**src/rtl/stok_pkg.sv**
```systemverilog
// ----------------------------------------------------------------------------
// stok_pkg
// Shared types and constants of the source tokenizer: token kinds, the token
// record and the per-byte record group that moves from front to back.
// ----------------------------------------------------------------------------
package stok_pkg;

    localparam logic [4:0] K_NUM     = 5'd0;
    localparam logic [4:0] K_IDENT   = 5'd1;
    localparam logic [4:0] K_FUNC    = 5'd2;
    localparam logic [4:0] K_RETURN  = 5'd3;
    localparam logic [4:0] K_PLUS    = 5'd4;
    localparam logic [4:0] K_MINUS   = 5'd5;
    localparam logic [4:0] K_STAR    = 5'd6;
    localparam logic [4:0] K_DIV     = 5'd7;
    localparam logic [4:0] K_CARET   = 5'd8;
    localparam logic [4:0] K_EQ      = 5'd9;
    localparam logic [4:0] K_LPAREN  = 5'd10;
    localparam logic [4:0] K_RPAREN  = 5'd11;
    localparam logic [4:0] K_LBRACE  = 5'd12;
    localparam logic [4:0] K_RBRACE  = 5'd13;
    localparam logic [4:0] K_COMMA   = 5'd14;
    localparam logic [4:0] K_SEMI    = 5'd15;
    localparam logic [4:0] K_UNKNOWN = 5'd16;
    localparam logic [4:0] K_END     = 5'd17;

    localparam logic [7:0] CH_NUL   = 8'h00;
    localparam logic [7:0] CH_LF    = 8'h0A;
    localparam logic [7:0] CH_US    = 8'h5F;
    localparam logic [7:0] CH_DOT   = 8'h2E;
    localparam logic [7:0] CH_SLASH = 8'h2F;
    localparam logic [7:0] CH_STAR  = 8'h2A;

    // keyword tracker: 0 none, 1..4 prefix of func, 5..10 prefix of return
    localparam logic [3:0] KW_NONE      = 4'd0;
    localparam logic [3:0] KW_FUNC_1    = 4'd1;
    localparam logic [3:0] KW_FUNC_DONE = 4'd4;
    localparam logic [3:0] KW_RET_1     = 4'd5;
    localparam logic [3:0] KW_RET_DONE  = 4'd10;

    localparam int unsigned QDEPTH = 2;
    localparam int unsigned QPTRW  = $clog2(QDEPTH);

    // slots: 0 flushed token, 1 operator/unknown, 2 token open at end, 3 end
    localparam int unsigned NSLOTS = 4;

    typedef struct packed {
        logic [4:0]  kind;
        logic [15:0] line;
        logic [15:0] column;
        logic [15:0] length;
    } rec_t;

    typedef struct packed {
        logic [NSLOTS-1:0]       mask;
        rec_t [NSLOTS-1:0]       recs;
    } bundle_t;

endpackage

```
**src/rtl/stok_if.sv**
```systemverilog
// ----------------------------------------------------------------------------
// stok_if
// Valid/ready channels of the source tokenizer: byte input and token output.
// ----------------------------------------------------------------------------
interface stok_in_if;
    logic       valid;
    logic       ready;
    logic [7:0] byte_req;
    logic       last;

    modport source (output valid, output byte_req, output last, input ready);
    modport sink   (input valid, input byte_req, input last, output ready);
endinterface

interface stok_out_if;
    logic        valid;
    logic        ready;
    logic [4:0]  token_kind;
    logic [15:0] start_line;
    logic [15:0] start_column;
    logic [15:0] token_length;
    logic        run_last;

    modport source (output valid, output token_kind, output start_line,
                    output start_column, output token_length, output run_last,
                    input ready);
    modport sink   (input valid, input token_kind, input start_line,
                    input start_column, input token_length, input run_last,
                    output ready);
endinterface

```
**src/rtl/source_tokenizer.sv**
```systemverilog
// ----------------------------------------------------------------------------
// source_tokenizer
// Streaming lexer: source bytes in, token records (kind, start line, start
// column, length) out. Skips whitespace and comments, flags END at the end.
//
//   channel     dir  beat payload
//   byte_in     in   byte_req[7:0], last
//   token_out   out  token_kind[4:0], start_line, start_column,
//                    token_length[15:0], run_last
//
// One byte accepted per cycle while the 2-entry group queue has room.
// Records leave one per cycle while token_out is ready; a byte that yields
// 2 or 3 records holds off input once the queue fills. Output is registered.
// Reset empties queue and output; line, column and start position go to 1.
// Either side may stall on its own; bytes after END are taken and dropped.
// ----------------------------------------------------------------------------
module source_tokenizer #(
    parameter int POS_BITS = 16
) (
    input  logic       clk,
    input  logic       rst_n,
    stok_in_if.sink    byte_in,
    stok_out_if.source token_out
);
    import stok_pkg::*;

    logic    q_ready, q_push, q_not_empty, q_pop;
    bundle_t q_in, q_head;

    stok_front #(
        .POS_BITS (POS_BITS)
    ) u_front (
        .clk     (clk),
        .rst_n   (rst_n),
        .byte_in (byte_in),
        .q_ready (q_ready),
        .q_push  (q_push),
        .q_data  (q_in)
    );

    stok_queue u_queue (
        .clk       (clk),
        .rst_n     (rst_n),
        .push      (q_push),
        .push_data (q_in),
        .not_full  (q_ready),
        .pop       (q_pop),
        .not_empty (q_not_empty),
        .head      (q_head)
    );

    stok_back u_back (
        .clk         (clk),
        .rst_n       (rst_n),
        .q_not_empty (q_not_empty),
        .q_head      (q_head),
        .q_pop       (q_pop),
        .token_out   (token_out)
    );

endmodule

```
**src/rtl/stok_front.sv**
```systemverilog
// ----------------------------------------------------------------------------
// stok_front
// Scanner front: takes one byte per beat, updates position and scan state,
// and builds the group of token records that the byte causes.
// ----------------------------------------------------------------------------
module stok_front #(
    parameter int POS_BITS = 16
) (
    input  logic              clk,
    input  logic              rst_n,
    stok_in_if.sink           byte_in,
    input  logic              q_ready,
    output logic              q_push,
    output stok_pkg::bundle_t q_data
);
    import stok_pkg::*;

    typedef enum logic [6:0] {
        M_IDLE  = 7'b0000001,
        M_NUM   = 7'b0000010,
        M_IDENT = 7'b0000100,
        M_SLASH = 7'b0001000,
        M_LINE  = 7'b0010000,
        M_BLOCK = 7'b0100000,
        M_BSTAR = 7'b1000000
    } mode_t;

    localparam logic [POS_BITS-1:0] POS_ONE = POS_BITS'(1);

    mode_t               mode_reg, mode_next;
    logic                seen_reg, seen_next;
    logic [POS_BITS-1:0] line_reg, line_next;
    logic [POS_BITS-1:0] col_reg, col_next;
    logic [POS_BITS-1:0] tsl_reg, tsl_next;
    logic [POS_BITS-1:0] tsc_reg, tsc_next;
    logic [POS_BITS-1:0] len_reg, len_next;
    logic [3:0]          kw_reg, kw_next;
    logic                fin_reg, fin_next;

    logic       accept;
    logic       adv;
    logic       do_idle;
    logic [7:0] b;
    logic       is_digit, is_alpha, is_space, is_word;
    bundle_t    bnd;

    function automatic logic [POS_BITS-1:0] sat_inc(input logic [POS_BITS-1:0] v);
        return (&v) ? v : v + POS_ONE;
    endfunction

    function automatic logic [15:0] clip(input logic [POS_BITS-1:0] v);
        logic [31:0] w;
        w = 32'(v);
        return (w > 32'h0000_FFFF) ? 16'hFFFF : w[15:0];
    endfunction

    function automatic logic [4:0] op_kind(input logic [7:0] c);
        logic [4:0] k;
        unique case (c)
            8'h2B:   k = K_PLUS;
            8'h2D:   k = K_MINUS;
            8'h2A:   k = K_STAR;
            8'h2F:   k = K_DIV;
            8'h5E:   k = K_CARET;
            8'h3D:   k = K_EQ;
            8'h28:   k = K_LPAREN;
            8'h29:   k = K_RPAREN;
            8'h7B:   k = K_LBRACE;
            8'h7D:   k = K_RBRACE;
            8'h2C:   k = K_COMMA;
            8'h3B:   k = K_SEMI;
            default: k = K_UNKNOWN;
        endcase
        return k;
    endfunction

    function automatic logic [3:0] kw_step(input logic [3:0] m, input logic [7:0] c);
        logic [7:0] want;
        logic       ok;
        ok = 1'b1;
        unique case (m)
            4'd1:    want = 8'h75; // u
            4'd2:    want = 8'h6E; // n
            4'd3:    want = 8'h63; // c
            4'd5:    want = 8'h65; // e
            4'd6:    want = 8'h74; // t
            4'd7:    want = 8'h75; // u
            4'd8:    want = 8'h72; // r
            4'd9:    want = 8'h6E; // n
            default:
            begin
                want = 8'h00;
                ok   = 1'b0;
            end
        endcase
        return (ok && c == want) ? m + 4'd1 : KW_NONE;
    endfunction

    function automatic logic [4:0] tok_kind(input mode_t m, input logic [3:0] kw);
        logic [4:0] k;
        if (m == M_NUM)
            k = K_NUM;
        else if (m == M_SLASH)
            k = K_DIV;
        else if (kw == KW_FUNC_DONE)
            k = K_FUNC;
        else if (kw == KW_RET_DONE)
            k = K_RETURN;
        else
            k = K_IDENT;
        return k;
    endfunction

    assign b        = byte_in.byte_req;
    assign is_digit = (b >= 8'h30) && (b <= 8'h39);
    assign is_alpha = ((b >= 8'h61) && (b <= 8'h7A)) || ((b >= 8'h41) && (b <= 8'h5A));
    assign is_word  = is_alpha || is_digit || (b == CH_US);
    assign is_space = (b == 8'h20) || ((b >= 8'h09) && (b <= 8'h0D));

    assign byte_in.ready = q_ready;
    assign accept        = byte_in.valid && q_ready;

    always_comb
    begin
        mode_next = mode_reg;
        seen_next = seen_reg;
        line_next = line_reg;
        col_next  = col_reg;
        tsl_next  = tsl_reg;
        tsc_next  = tsc_reg;
        len_next  = len_reg;
        kw_next   = kw_reg;
        fin_next  = fin_reg;
        adv       = 1'b0;
        do_idle   = 1'b0;
        bnd.mask  = '0;

        // token ended by this byte
        bnd.recs[0].kind   = tok_kind(mode_reg, kw_reg);
        bnd.recs[0].line   = clip(tsl_reg);
        bnd.recs[0].column = clip(tsc_reg);
        bnd.recs[0].length = (mode_reg == M_SLASH) ? 16'd1 : clip(len_reg);

        bnd.recs[1].kind   = op_kind(b);
        bnd.recs[1].line   = clip(line_reg);
        bnd.recs[1].column = clip(col_reg);
        bnd.recs[1].length = 16'd1;

        if (b != CH_NUL)
        begin
            unique case (mode_reg)
                M_NUM:
                begin
                    if (is_digit || (b == CH_DOT && !seen_reg))
                    begin
                        if (b == CH_DOT)
                            seen_next = 1'b1;
                        len_next = sat_inc(len_reg);
                        adv      = 1'b1;
                    end
                    else
                    begin
                        bnd.mask[0] = 1'b1;
                        do_idle     = 1'b1;
                    end
                end
                M_IDENT:
                begin
                    if (is_word)
                    begin
                        len_next = sat_inc(len_reg);
                        kw_next  = kw_step(kw_reg, b);
                        adv      = 1'b1;
                    end
                    else
                    begin
                        bnd.mask[0] = 1'b1;
                        do_idle     = 1'b1;
                    end
                end
                M_SLASH:
                begin
                    if (b == CH_SLASH)
                    begin
                        mode_next = M_LINE;
                        adv       = 1'b1;
                    end
                    else if (b == CH_STAR)
                    begin
                        mode_next = M_BLOCK;
                        adv       = 1'b1;
                    end
                    else
                    begin
                        bnd.mask[0] = 1'b1;
                        do_idle     = 1'b1;
                    end
                end
                M_LINE:
                begin
                    if (b == CH_LF)
                        mode_next = M_IDLE;
                    adv = 1'b1;
                end
                M_BLOCK:
                begin
                    if (b == CH_STAR)
                        mode_next = M_BSTAR;
                    adv = 1'b1;
                end
                M_BSTAR:
                begin
                    if (b == CH_SLASH)
                        mode_next = M_IDLE;
                    else if (b != CH_STAR)
                        mode_next = M_BLOCK;
                    adv = 1'b1;
                end
                default:
                begin
                    do_idle = 1'b1;
                end
            endcase

            if (do_idle)
            begin
                mode_next = M_IDLE;
                adv       = 1'b1;
                if (is_digit || is_alpha || b == CH_US || b == CH_SLASH)
                begin
                    tsl_next = line_reg;
                    tsc_next = col_reg;
                    len_next = POS_ONE;
                end
                if (is_space)
                begin
                end
                else if (is_digit)
                begin
                    seen_next = 1'b0;
                    mode_next = M_NUM;
                end
                else if (is_alpha || b == CH_US)
                begin
                    kw_next   = (b == 8'h66) ? KW_FUNC_1 : (b == 8'h72) ? KW_RET_1 : KW_NONE;
                    mode_next = M_IDENT;
                end
                else if (b == CH_SLASH)
                begin
                    mode_next = M_SLASH;
                end
                else
                begin
                    bnd.mask[1] = 1'b1;
                end
            end

            if (adv)
            begin
                if (b == CH_LF)
                begin
                    line_next = sat_inc(line_reg);
                    col_next  = POS_ONE;
                end
                else
                begin
                    col_next = sat_inc(col_reg);
                end
            end
        end

        // token still open when the source ends
        bnd.recs[2].kind   = tok_kind(mode_next, kw_next);
        bnd.recs[2].line   = clip(tsl_next);
        bnd.recs[2].column = clip(tsc_next);
        bnd.recs[2].length = (mode_next == M_SLASH) ? 16'd1 : clip(len_next);

        bnd.recs[3].kind   = K_END;
        bnd.recs[3].line   = clip(line_next);
        bnd.recs[3].column = clip(col_next);
        bnd.recs[3].length = 16'd0;

        if (b == CH_NUL || byte_in.last)
        begin
            bnd.mask[2] = (mode_next == M_NUM) || (mode_next == M_IDENT)
                          || (mode_next == M_SLASH);
            bnd.mask[3] = 1'b1;
            mode_next   = M_IDLE;
            fin_next    = 1'b1;
        end
    end

    assign q_push = accept && !fin_reg && (bnd.mask != '0);
    assign q_data = bnd;

    always_ff @(posedge clk or negedge rst_n)
    begin
        if (!rst_n)
        begin
            mode_reg <= M_IDLE;
            seen_reg <= 1'b0;
            line_reg <= POS_ONE;
            col_reg  <= POS_ONE;
            tsl_reg  <= POS_ONE;
            tsc_reg  <= POS_ONE;
            len_reg  <= '0;
            kw_reg   <= KW_NONE;
            fin_reg  <= 1'b0;
        end
        else if (accept && !fin_reg)
        begin
            mode_reg <= mode_next;
            seen_reg <= seen_next;
            line_reg <= line_next;
            col_reg  <= col_next;
            tsl_reg  <= tsl_next;
            tsc_reg  <= tsc_next;
            len_reg  <= len_next;
            kw_reg   <= kw_next;
            fin_reg  <= fin_next;
        end
    end

endmodule

```
**src/rtl/stok_queue.sv**
```systemverilog
// ----------------------------------------------------------------------------
// stok_queue
// Short queue of record groups between scanner front and emitter back.
// ----------------------------------------------------------------------------
module stok_queue (
    input  logic              clk,
    input  logic              rst_n,
    input  logic              push,
    input  stok_pkg::bundle_t push_data,
    output logic              not_full,
    input  logic              pop,
    output logic              not_empty,
    output stok_pkg::bundle_t head
);
    import stok_pkg::*;

    bundle_t          slots_reg [QDEPTH];
    logic [QPTRW-1:0] wr_ptr_reg, rd_ptr_reg;
    logic [QPTRW:0]   count_reg, count_next;
    logic             do_push, do_pop;

    assign not_full  = (count_reg < (QPTRW+1)'(QDEPTH));
    assign not_empty = (count_reg != '0);
    assign do_push   = push && not_full;
    assign do_pop    = pop && not_empty;
    assign head      = slots_reg[rd_ptr_reg];

    always_comb
    begin
        count_next = count_reg;
        if (do_push && !do_pop)
            count_next = count_reg + (QPTRW+1)'(1);
        else if (do_pop && !do_push)
            count_next = count_reg - (QPTRW+1)'(1);
    end

    always_ff @(posedge clk or negedge rst_n)
    begin
        if (!rst_n)
        begin
            wr_ptr_reg <= '0;
            rd_ptr_reg <= '0;
            count_reg  <= '0;
        end
        else
        begin
            if (do_push)
                wr_ptr_reg <= wr_ptr_reg + QPTRW'(1);
            if (do_pop)
                rd_ptr_reg <= rd_ptr_reg + QPTRW'(1);
            count_reg <= count_next;
        end
    end

    always_ff @(posedge clk)
    begin
        if (do_push)
            slots_reg[wr_ptr_reg] <= push_data;
    end

endmodule

```
**src/rtl/stok_back.sv**
```systemverilog
// ----------------------------------------------------------------------------
// stok_back
// Emitter back: unpacks each record group and sends its records one beat
// at a time, flagging the last record of the group.
// ----------------------------------------------------------------------------
module stok_back (
    input  logic              clk,
    input  logic              rst_n,
    input  logic              q_not_empty,
    input  stok_pkg::bundle_t q_head,
    output logic              q_pop,
    stok_out_if.source        token_out
);
    import stok_pkg::*;

    logic [NSLOTS-1:0]  mask_reg, mask_next;
    rec_t [NSLOTS-1:0]  recs_reg;
    logic               out_valid_reg, out_valid_next;
    rec_t               out_rec_reg;
    logic               out_last_reg;

    logic               out_free, pick, load;
    logic [1:0]         idx;
    logic [NSLOTS-1:0]  mask_after;

    assign out_free = !out_valid_reg || token_out.ready;
    assign pick     = out_free && (mask_reg != '0);

    always_comb
    begin
        priority if (mask_reg[0])
            idx = 2'd0;
        else if (mask_reg[1])
            idx = 2'd1;
        else if (mask_reg[2])
            idx = 2'd2;
        else
            idx = 2'd3;
    end

    assign mask_after = pick ? (mask_reg & ~(NSLOTS'(1) << idx)) : mask_reg;
    assign load       = (mask_after == '0) && q_not_empty;
    assign q_pop      = load;
    assign mask_next  = load ? q_head.mask : mask_after;

    always_comb
    begin
        if (pick)
            out_valid_next = 1'b1;
        else if (token_out.ready)
            out_valid_next = 1'b0;
        else
            out_valid_next = out_valid_reg;
    end

    always_ff @(posedge clk or negedge rst_n)
    begin
        if (!rst_n)
        begin
            mask_reg      <= '0;
            out_valid_reg <= 1'b0;
        end
        else
        begin
            mask_reg      <= mask_next;
            out_valid_reg <= out_valid_next;
        end
    end

    always_ff @(posedge clk)
    begin
        if (load)
            recs_reg <= q_head.recs;
        if (pick)
        begin
            out_rec_reg  <= recs_reg[idx];
            out_last_reg <= (mask_after == '0);
        end
    end

    assign token_out.valid        = out_valid_reg;
    assign token_out.token_kind   = out_rec_reg.kind;
    assign token_out.start_line   = out_rec_reg.line;
    assign token_out.start_column = out_rec_reg.column;
    assign token_out.token_length = out_rec_reg.length;
    assign token_out.run_last     = out_last_reg;

endmodule

```
**src/flat_wrapper.sv**
```systemverilog
// flat-port wrapper written by rule: the top's interface ports become plain ports
module source_tokenizer_flat import stok_pkg::*;
#(
    parameter int POS_BITS = 16
)
  (clk, rst_n, byte_in_valid, byte_in_byte_req, byte_in_last, byte_in_ready, token_out_valid, token_out_token_kind, token_out_start_line, token_out_start_column, token_out_token_length, token_out_run_last, token_out_ready);
  stok_in_if byte_in_i ();
  stok_out_if token_out_i ();
  input  logic clk;
  input  logic rst_n;
  input wire logic [$bits(byte_in_i.valid)-1:0] byte_in_valid;
  input wire logic [$bits(byte_in_i.byte_req)-1:0] byte_in_byte_req;
  input wire logic [$bits(byte_in_i.last)-1:0] byte_in_last;
  output wire logic [$bits(byte_in_i.ready)-1:0] byte_in_ready;
  output wire logic [$bits(token_out_i.valid)-1:0] token_out_valid;
  output wire logic [$bits(token_out_i.token_kind)-1:0] token_out_token_kind;
  output wire logic [$bits(token_out_i.start_line)-1:0] token_out_start_line;
  output wire logic [$bits(token_out_i.start_column)-1:0] token_out_start_column;
  output wire logic [$bits(token_out_i.token_length)-1:0] token_out_token_length;
  output wire logic [$bits(token_out_i.run_last)-1:0] token_out_run_last;
  input wire logic [$bits(token_out_i.ready)-1:0] token_out_ready;
  assign byte_in_i.valid = byte_in_valid;
  assign byte_in_i.byte_req = byte_in_byte_req;
  assign byte_in_i.last = byte_in_last;
  assign byte_in_ready = byte_in_i.ready;
  assign token_out_valid = token_out_i.valid;
  assign token_out_token_kind = token_out_i.token_kind;
  assign token_out_start_line = token_out_i.start_line;
  assign token_out_start_column = token_out_i.start_column;
  assign token_out_token_length = token_out_i.token_length;
  assign token_out_run_last = token_out_i.run_last;
  assign token_out_i.ready = token_out_ready;
  source_tokenizer #(.POS_BITS(POS_BITS)) u_core (.clk(clk), .rst_n(rst_n), .byte_in(byte_in_i), .token_out(token_out_i));
endmodule
```
**config.mk**
```make
export PLATFORM = sky130hd
export DESIGN_NAME = source_tokenizer_flat
export DESIGN_NICKNAME = d
export VERILOG_FILES = /design/src/rtl/stok_pkg.sv /design/src/rtl/stok_if.sv /design/src/rtl/source_tokenizer.sv /design/src/rtl/stok_front.sv /design/src/rtl/stok_queue.sv /design/src/rtl/stok_back.sv /design/src/flat_wrapper.sv
export SDC_FILE = /design/constraint.sdc
export NUM_CORES = 1
export LEC_CHECK = 0
export BUFFER_PORTS_ARGS = -buffer_cell sky130_fd_sc_hd__clkbuf_2
export CORE_ASPECT_RATIO = 0.5
export CORE_UTILIZATION = 40
export CTS_BUF_LIST = sky130_fd_sc_hd__clkbuf_4 sky130_fd_sc_hd__clkbuf_8
export CTS_CLUSTER_SIZE = 24
export DETAILED_ROUTE_END_ITERATION = 16
export PLACE_DENSITY = 0.66
export SYNTH_ARGS = -nofsm -noshare
export SYNTH_HDL_FRONTEND = slang
export SYNTH_SLANG_ARGS = --single-unit
```
**constraint.sdc**
```tcl
create_clock -name clk -period 19.36 [get_ports clk]
set_input_delay 3.872 -clock clk [delete_from_list [all_inputs] [get_ports clk]]
set_output_delay 3.872 -clock clk [all_outputs]
set_load 0.05 [all_outputs]
```
; Word-level counts from Yosys, hierarchy flattened
; Memories as Yosys holds them, arrays and structs flattened.
; Cells that the tools add are included.
; W data, S select, Z words.
[op_classes]
multipliers = 0
n_lt_le_gt_ge = 10
div = 0
shifts = 1
n_eq_ne = 41
n_bitwise = 2
muxes = 104
n_reduce_logical = 48
add_sub_neg = 8
[op_table]
columns = cell, n
row1 = $mux W16, 22
row2 = $bmux W53 S2, 1
row3 = $eq A8 B6 Y1 const B, 11
row4 = $mux W7, 9
row5 = $pmux W5 S12, 1
row6 = $mux W4, 14
row7 = $mux W53, 1
row8 = $add A16 B1 Y16 const B, 3
row9 = $eq A8 B7 Y1 const B, 6
row10 = $reduce_and A16 Y1, 3
row11 = $pmux W7 S6, 1
row12 = $pmux W16 S2, 1
row13 = $mux W1, 31
row14 = $pmux W7 S4, 1
row15 = $mux W8, 3
row16 = $eq A4 B3 Y1 const B, 5
row17 = $mux W2, 10
row18 = $eq A4 B4 Y1 const B, 4
row19 = $ge A8 B7 Y1 const B, 2
row20 = $le A8 B7 Y1 const B, 2
row21 = $logic_and A1 B1 Y1, 15
row22 = $mux W3, 5
row23 = $eq A7 B2 Y1 const B, 2
row24 = $eq A7 B3 Y1 const B, 2
row25 = other kinds (36), 59
[totals]
inputBits = 13
ramBits = 354
out_inout_bits = 56
mem_count = 1
elab_cells = 250
latch_bits = 0
reg_bits = 368
rom_bits = 0
[memory_table]
columns = name, words, word_bits, rd, rd_ports_with_merged_regs, write_ports, line
row1 = u_core.u_queue.slots_reg, 2, 177, 1, 0, 1, stok_queue.sv:17  ; bundle_t slots_reg [QDEPTH];

; Logic depth before layout (Yosys ltp)
[depth]
word_depth = 23
depth_mapped = 14
mapped_depth_nobuf = 12

; Modules after synthesis
; Synthesis repeated with hierarchy kept, for this count alone.
[hier_totals]
cells_unflattened = 2153
area_unflattened_um2 = 33709.8
[by_module_without_submodules]
columns = module, instances, seq_area_each_um2, cells_each, area_each_um2
row1 = stok_queue, 1, 13072.5, 689, 16305.6
row2 = stok_back, 1, 8112.8, 542, 10067.2
row3 = stok_front, 1, 2333.5, 922, 7337.0

; Least setup slack after synthesis
; OpenSTA, ideal clock, no wires.
[synth_timing]
path_type = input to register
from = input byte_in_byte_req[2]
to = memory u_core.u_queue.slots_reg[0][0] (netlist name), enable pin
setup_ps = 733
arrival_ps = 13085
slack_ps = 5542
path_buffers = 3
cell_stages = 10
cell_sequence = buf_2 > buf_2 > nor2_1 > and4_1 > clkbuf_1 > nor2_1 > inv_1 > nor3_1 > nor2_1 > nor2b_1
[synth_lines]
columns = item, line
row1 = start: declaration, flat_wrapper.sv:12  ; input wire logic [$bits(byte_in_i.byte_req)-1:0] byte_in_byte_req;
row2 = end: declaration, stok_queue.sv:17

; Worst setup path in the final report
[layout_timing]
from = input byte_in_byte_req[1]
to = memory u_core.u_queue.slots_reg[1][165] (netlist name), enable pin
[layout_via]
elab_chain_cells = 19
[layout_rtl]
columns = item, line
row1 = $ge A8 B7 Y1 / $le A8 B7 Y1 (equally long branches), stok_front.sv:116  ; assign is_alpha = ((b >= 8'h61) && (b <= 8'h7A)) || ((b >= 8'h41) && (b <= 8'h5A));
row2 = $logic_and A1 B1 Y1, stok_front.sv:116
row3 = $logic_or A1 B1 Y1, stok_front.sv:116
row4 = $logic_or A1 B1 Y1 (2 in series), stok_front.sv:117  ; assign is_word = is_alpha || is_digit || (b == CH_US);
row5 = $mux W1, stok_front.sv:169  ; if (is_word)
row6 = $pmux W1 S4, stok_front.sv:151  ; unique case (mode_reg)
row7 = $mux W1, stok_front.sv:149  ; if (b != CH_NUL)
row8 = $mux W7, stok_front.sv:225  ; if (do_idle)
row9 = (+3 left out), --
row10 = $logic_or A1 B1 Y1, stok_front.sv:286  ; || (mode_next == M_SLASH);
row11 = $mux W2, stok_front.sv:283  ; if (b == CH_NUL || byte_in.last)
row12 = $reduce_bool A4 Y1 *, stok_front.sv:293  ; assign q_push = accept && !fin_reg && (bnd.mask != '0);
row13 = $logic_and A1 B1 Y1 *, stok_front.sv:293
row14 = $logic_and A1 B1 Y1 *, stok_queue.sv:24  ; assign do_push = push && not_full;
row15 = net u_core.u_queue.do_push, stok_queue.sv:20  ; logic do_push, do_pop;
row16 = $mux W1 *, stok_queue.sv:57  ; if (do_push)
row17 = $mux W1 (implied by the code) *, stok_queue.sv:58  ; slots_reg[wr_ptr_reg] <= push_data;
; The timed path passes the listed nets; every way through them passes the cells marked *. The select of a mux whose other input is x is not followed.

==> metrics.log <==
INFO  metric via_per_inst = 5.23
INFO  metric pwr-share-comb = 20.5%
INFO  metric outcome = finished, final reports clean
INFO  metric synth_edf_count = 575
INFO  metric areaGrowthSynthToFinish = 12.1%
INFO  metric setup_repair_after_global_routing_missed_its_margin = false
INFO  metric mappedNetlistArea = 0.0277 mm²
INFO  metric synth_warnings = 0
INFO  metric fin_worst_hold_slack = 0.472 ns
INFO  metric num-fill-cells = 5,906
INFO  metric total_power = 3.97 mW
INFO  metric finalNonFillerCells = 2,968
INFO  metric ctsHoldBuffers = 0
INFO  metric syn-mean-instance-area = 14.6 µm²
INFO  metric power_density = 128 mW/mm²
INFO  metric place.detailed.instances = 2,780
INFO  metric wl_per_cell = 18.8 µm
INFO  metric die-width = 374 µm
INFO  metric dpl.hpwl = 31,200 µm
INFO  metric die_area = 0.0704 mm²
INFO  metric floorplan.rows = 67
INFO  metric core-area = 0.0677 mm²
INFO  metric timing.rr.start = u_core.u_front.mode_reg[2]
INFO  metric register_to_register_setup_slack = 14.47 ns
INFO  metric post_route_cells_drive_above_1_share = 24.0%
INFO  metric finalWeightedCongestion = 0.828
INFO  metric floorplan.die.height = 188 µm
INFO  metric power.internal = 2.70 mW
INFO  metric sw_share = 32.0%
INFO  metric drt_first_pass_iters = 5
INFO  metric criticalPathCategory = primary input to flip-flop
INFO  metric postSynthNetCount = 1,915
INFO  metric required_time_worst_endpoint = 19.65 ns
INFO  metric multi_input_area = 0.00741 mm²
INFO  metric clk_root_buffer_cell = clkbuf_8
INFO  metric cts.sinks = 677
INFO  metric tritoncts = built
INFO  metric io_buffer_count = 68
INFO  metric clk_latency = 0.70 ns
INFO  metric async_reset_ff_share = 15.1%
INFO  metric largest_register_ffs = 350
INFO  metric grt-ovfl-total = 0
INFO  metric yosys_register_bits = 677
INFO  metric postCtsSetupBuffers = 0
INFO  metric io-pin-count = 69
INFO  metric crit_arrival = 7.62 ns
INFO  metric grt_pass1_vias = 15,600
INFO  metric timing.rr.end = u_core.u_queue.slots_reg[1][165]
INFO  metric reg2regPathDepth = 9
INFO  metric mapped_cells = 1,894
INFO  metric diodes = 0
INFO  metric drt_wl_total = 55,700 µm
INFO  metric grt_start_max_net_pins = 176
INFO  metric cts_made_buffers = 99
INFO  metric p_switching = 1.27 mW
INFO  metric max_cap_violations = 0
INFO  metric drc = 0
INFO  metric timing.final.crit_share = 37.8%
INFO  metric grt_antenna_before_repair = 0
INFO  metric utilization_after_layout = 45.8%
INFO  metric clock-skew-final = 0.0367 ns
INFO  metric post_cts_resize_count = 0
INFO  metric synth_cell_type_count = 71
INFO  metric cts-htree-levels = 3
INFO  metric cp-end-kind = flip-flop
INFO  metric synth.yosys.seq_area_share = 71.6%
INFO  metric antenna_violating_nets_post_route = 0
INFO  metric report.final.slew_viol_count = 0
INFO  metric clkSlewWorstSetupHoldPaths = 0.06 ns
INFO  metric grt_pass1_wl = 87,000 µm
INFO  metric finalSetupTns = 0 ns
INFO  metric seq_area = 0.0198 mm²
INFO  metric ctsLongestPathBuffers = 3
INFO  metric final-setup-viol-count = 0
INFO  metric vdd_drop_max = 0.000157 V
INFO  metric route.vias.total = 15,500
INFO  metric min_path_cells = 2
INFO  metric worstSetupStartpointType = primary input
INFO  metric groute.usage.overall = 15.8%
INFO  metric cp-startpoint = byte_in_byte_req[1]
INFO  metric floorplan.initialDensity = 40.9%
INFO  metric initialDrtViolationCount = 1,065
INFO  metric placedInstanceArea = 0.0290 mm²
INFO  metric cellLeakagePower = 11.0 nW
INFO  metric period_minus_ws_final = 7.33 ns
INFO  metric final_critical_path_setup_slack = 12.03 ns
INFO  metric worst_case_headroom_to_the_max_slew_limit = 24.6%
INFO  metric holdCritPathClass = flip-flop to flip-flop
INFO  metric upper_clock_frequency_limit = 137 MHz
INFO  metric finished_layout_cell_area = 0.0310 mm²
INFO  metric timing.final.hold_violations = 0
INFO  metric path_max_fanout = 65
INFO  metric synth-main-ff-cell = edfxtp_1
INFO  metric nets_finish = 2,005
INFO  metric post-place-ws = 11.35 ns
INFO  metric critical_path_end = u_core.u_queue.slots_reg[1][165]
INFO  metric clock_power_share = 29.7%
INFO  metric seq_power_share = 49.9%
INFO  metric worst_pin_slew = 1.13 ns
power groups by stage:
stage          clock (mW)  combinational [mW]  sequential, mW
2_1_floorplan           0               0.425            2.18
3_3_place_gp            0               0.823            2.01
3_5_place_dp            0               0.832            2.02
4_1_cts              1.21               0.832            1.99
5_1_grt              1.27               0.873            2.00
6_report             1.18               0.813            1.98
synthesized netlist by cell type (21+ instances only):
cell type / count / area share (%)
clkbuf_1: 76 / 1.0
nor2_1: 115 / 1.6
inv_1: 22 / 0.30
mux2i_1: 42 / 1.5
a21oi_1: 71 / 1.3
o21ai_0: 95 / 1.7
dfrtp_1: 97 / 8.8
mux2_2: 207 / 8.4
edfxtp_1: 575 / 62
nand2_1: 228 / 3.1
xnor2_1: 23 / 0.73
nand3_1: 29 / 0.52
a22o_1: 21 / 0.66
cells in the final DEF, fill, tap and decap left out, types with 20 or more instances in the layout:
cell type and instances:
clkbuf_2 67, edfxtp_1 575, nor3_1 20, mux2i_1 42
clkbuf_8 110, nor2_1 114, nand2_1 228, xor2_1 20
dfrtp_1 93, nand3_1 28, o21ai_0 95, xnor2_1 23
inv_1 21, clkbuf_4 41, a22o_1 21, mux2_2 207
a21oi_1 71
worst max-delay path: stages:
cell      delay, ns
clkbuf_2       0.22
or4_1          0.57
a21oi_2        0.24
o21ai_1        0.15
nor2_1         0.19
o21ai_0        0.17
nor2_1         0.15
nor3_1         0.06
nor2_1         0.29
and2_4         0.75
buf_4          0.87
cells by family (layout without fill, tap and decap cells):
kind of cell | count (synthesis) | after routing | synth area share, %
muxes | 250 | 250 | 9.97
and+or+nand+nor | 519 | 519 | 8.84
buffers and inverters | 122 | 299 | 1.77
AOI/OAI and AO/OA | 274 | 274 | 6.08
xor gates and xnor gates | 43 | 43 | 1.36
adders and majority gates | 9 | 9 | 0.398
DFF | 677 | 677 | 71.6
final cells by class:
class | count | area share [%]
clock inverter | 37 | 0.830
sequential | 677 | 63.9
clock buffer | 151 | 5.87
tap | 897 | 3.62
timing repair buffer | 87 | 1.60
inverter | 24 | 0.310
multi-input combinational | 1095 | 23.9
how the worst min path moves through the flow:
stage,endpoint,startpoint,slack (ns)
floorplan,u_core.u_front.fin_reg,u_core.u_front.fin_reg,0.44
finish,u_core.u_front.tsl_reg[0],u_core.u_front.tsl_reg[0],0.47
CTS,u_core.u_front.tsl_reg[0],u_core.u_front.tsl_reg[0],0.47
global placement,u_core.u_front.tsl_reg[0],u_core.u_front.tsl_reg[0],0.46
detailed placement,u_core.u_front.tsl_reg[0],u_core.u_front.tsl_reg[0],0.46
global route,u_core.u_front.tsc_reg[0],u_core.u_front.tsc_reg[0],0.48
per-layer routing:
metal | track usage (%) | routed length [µm] | up-vias
met5 | 0 | 0 | -
met4 | 5.11 | 1340 | 0
met3 | 3.23 | 2540 | 100
met2 | 26.0 | 26500 | 379
met1 | 21.1 | 25300 | 7755
li1 | - | - | 7292
Note: power is estimated with default switching activity, not from simulation.
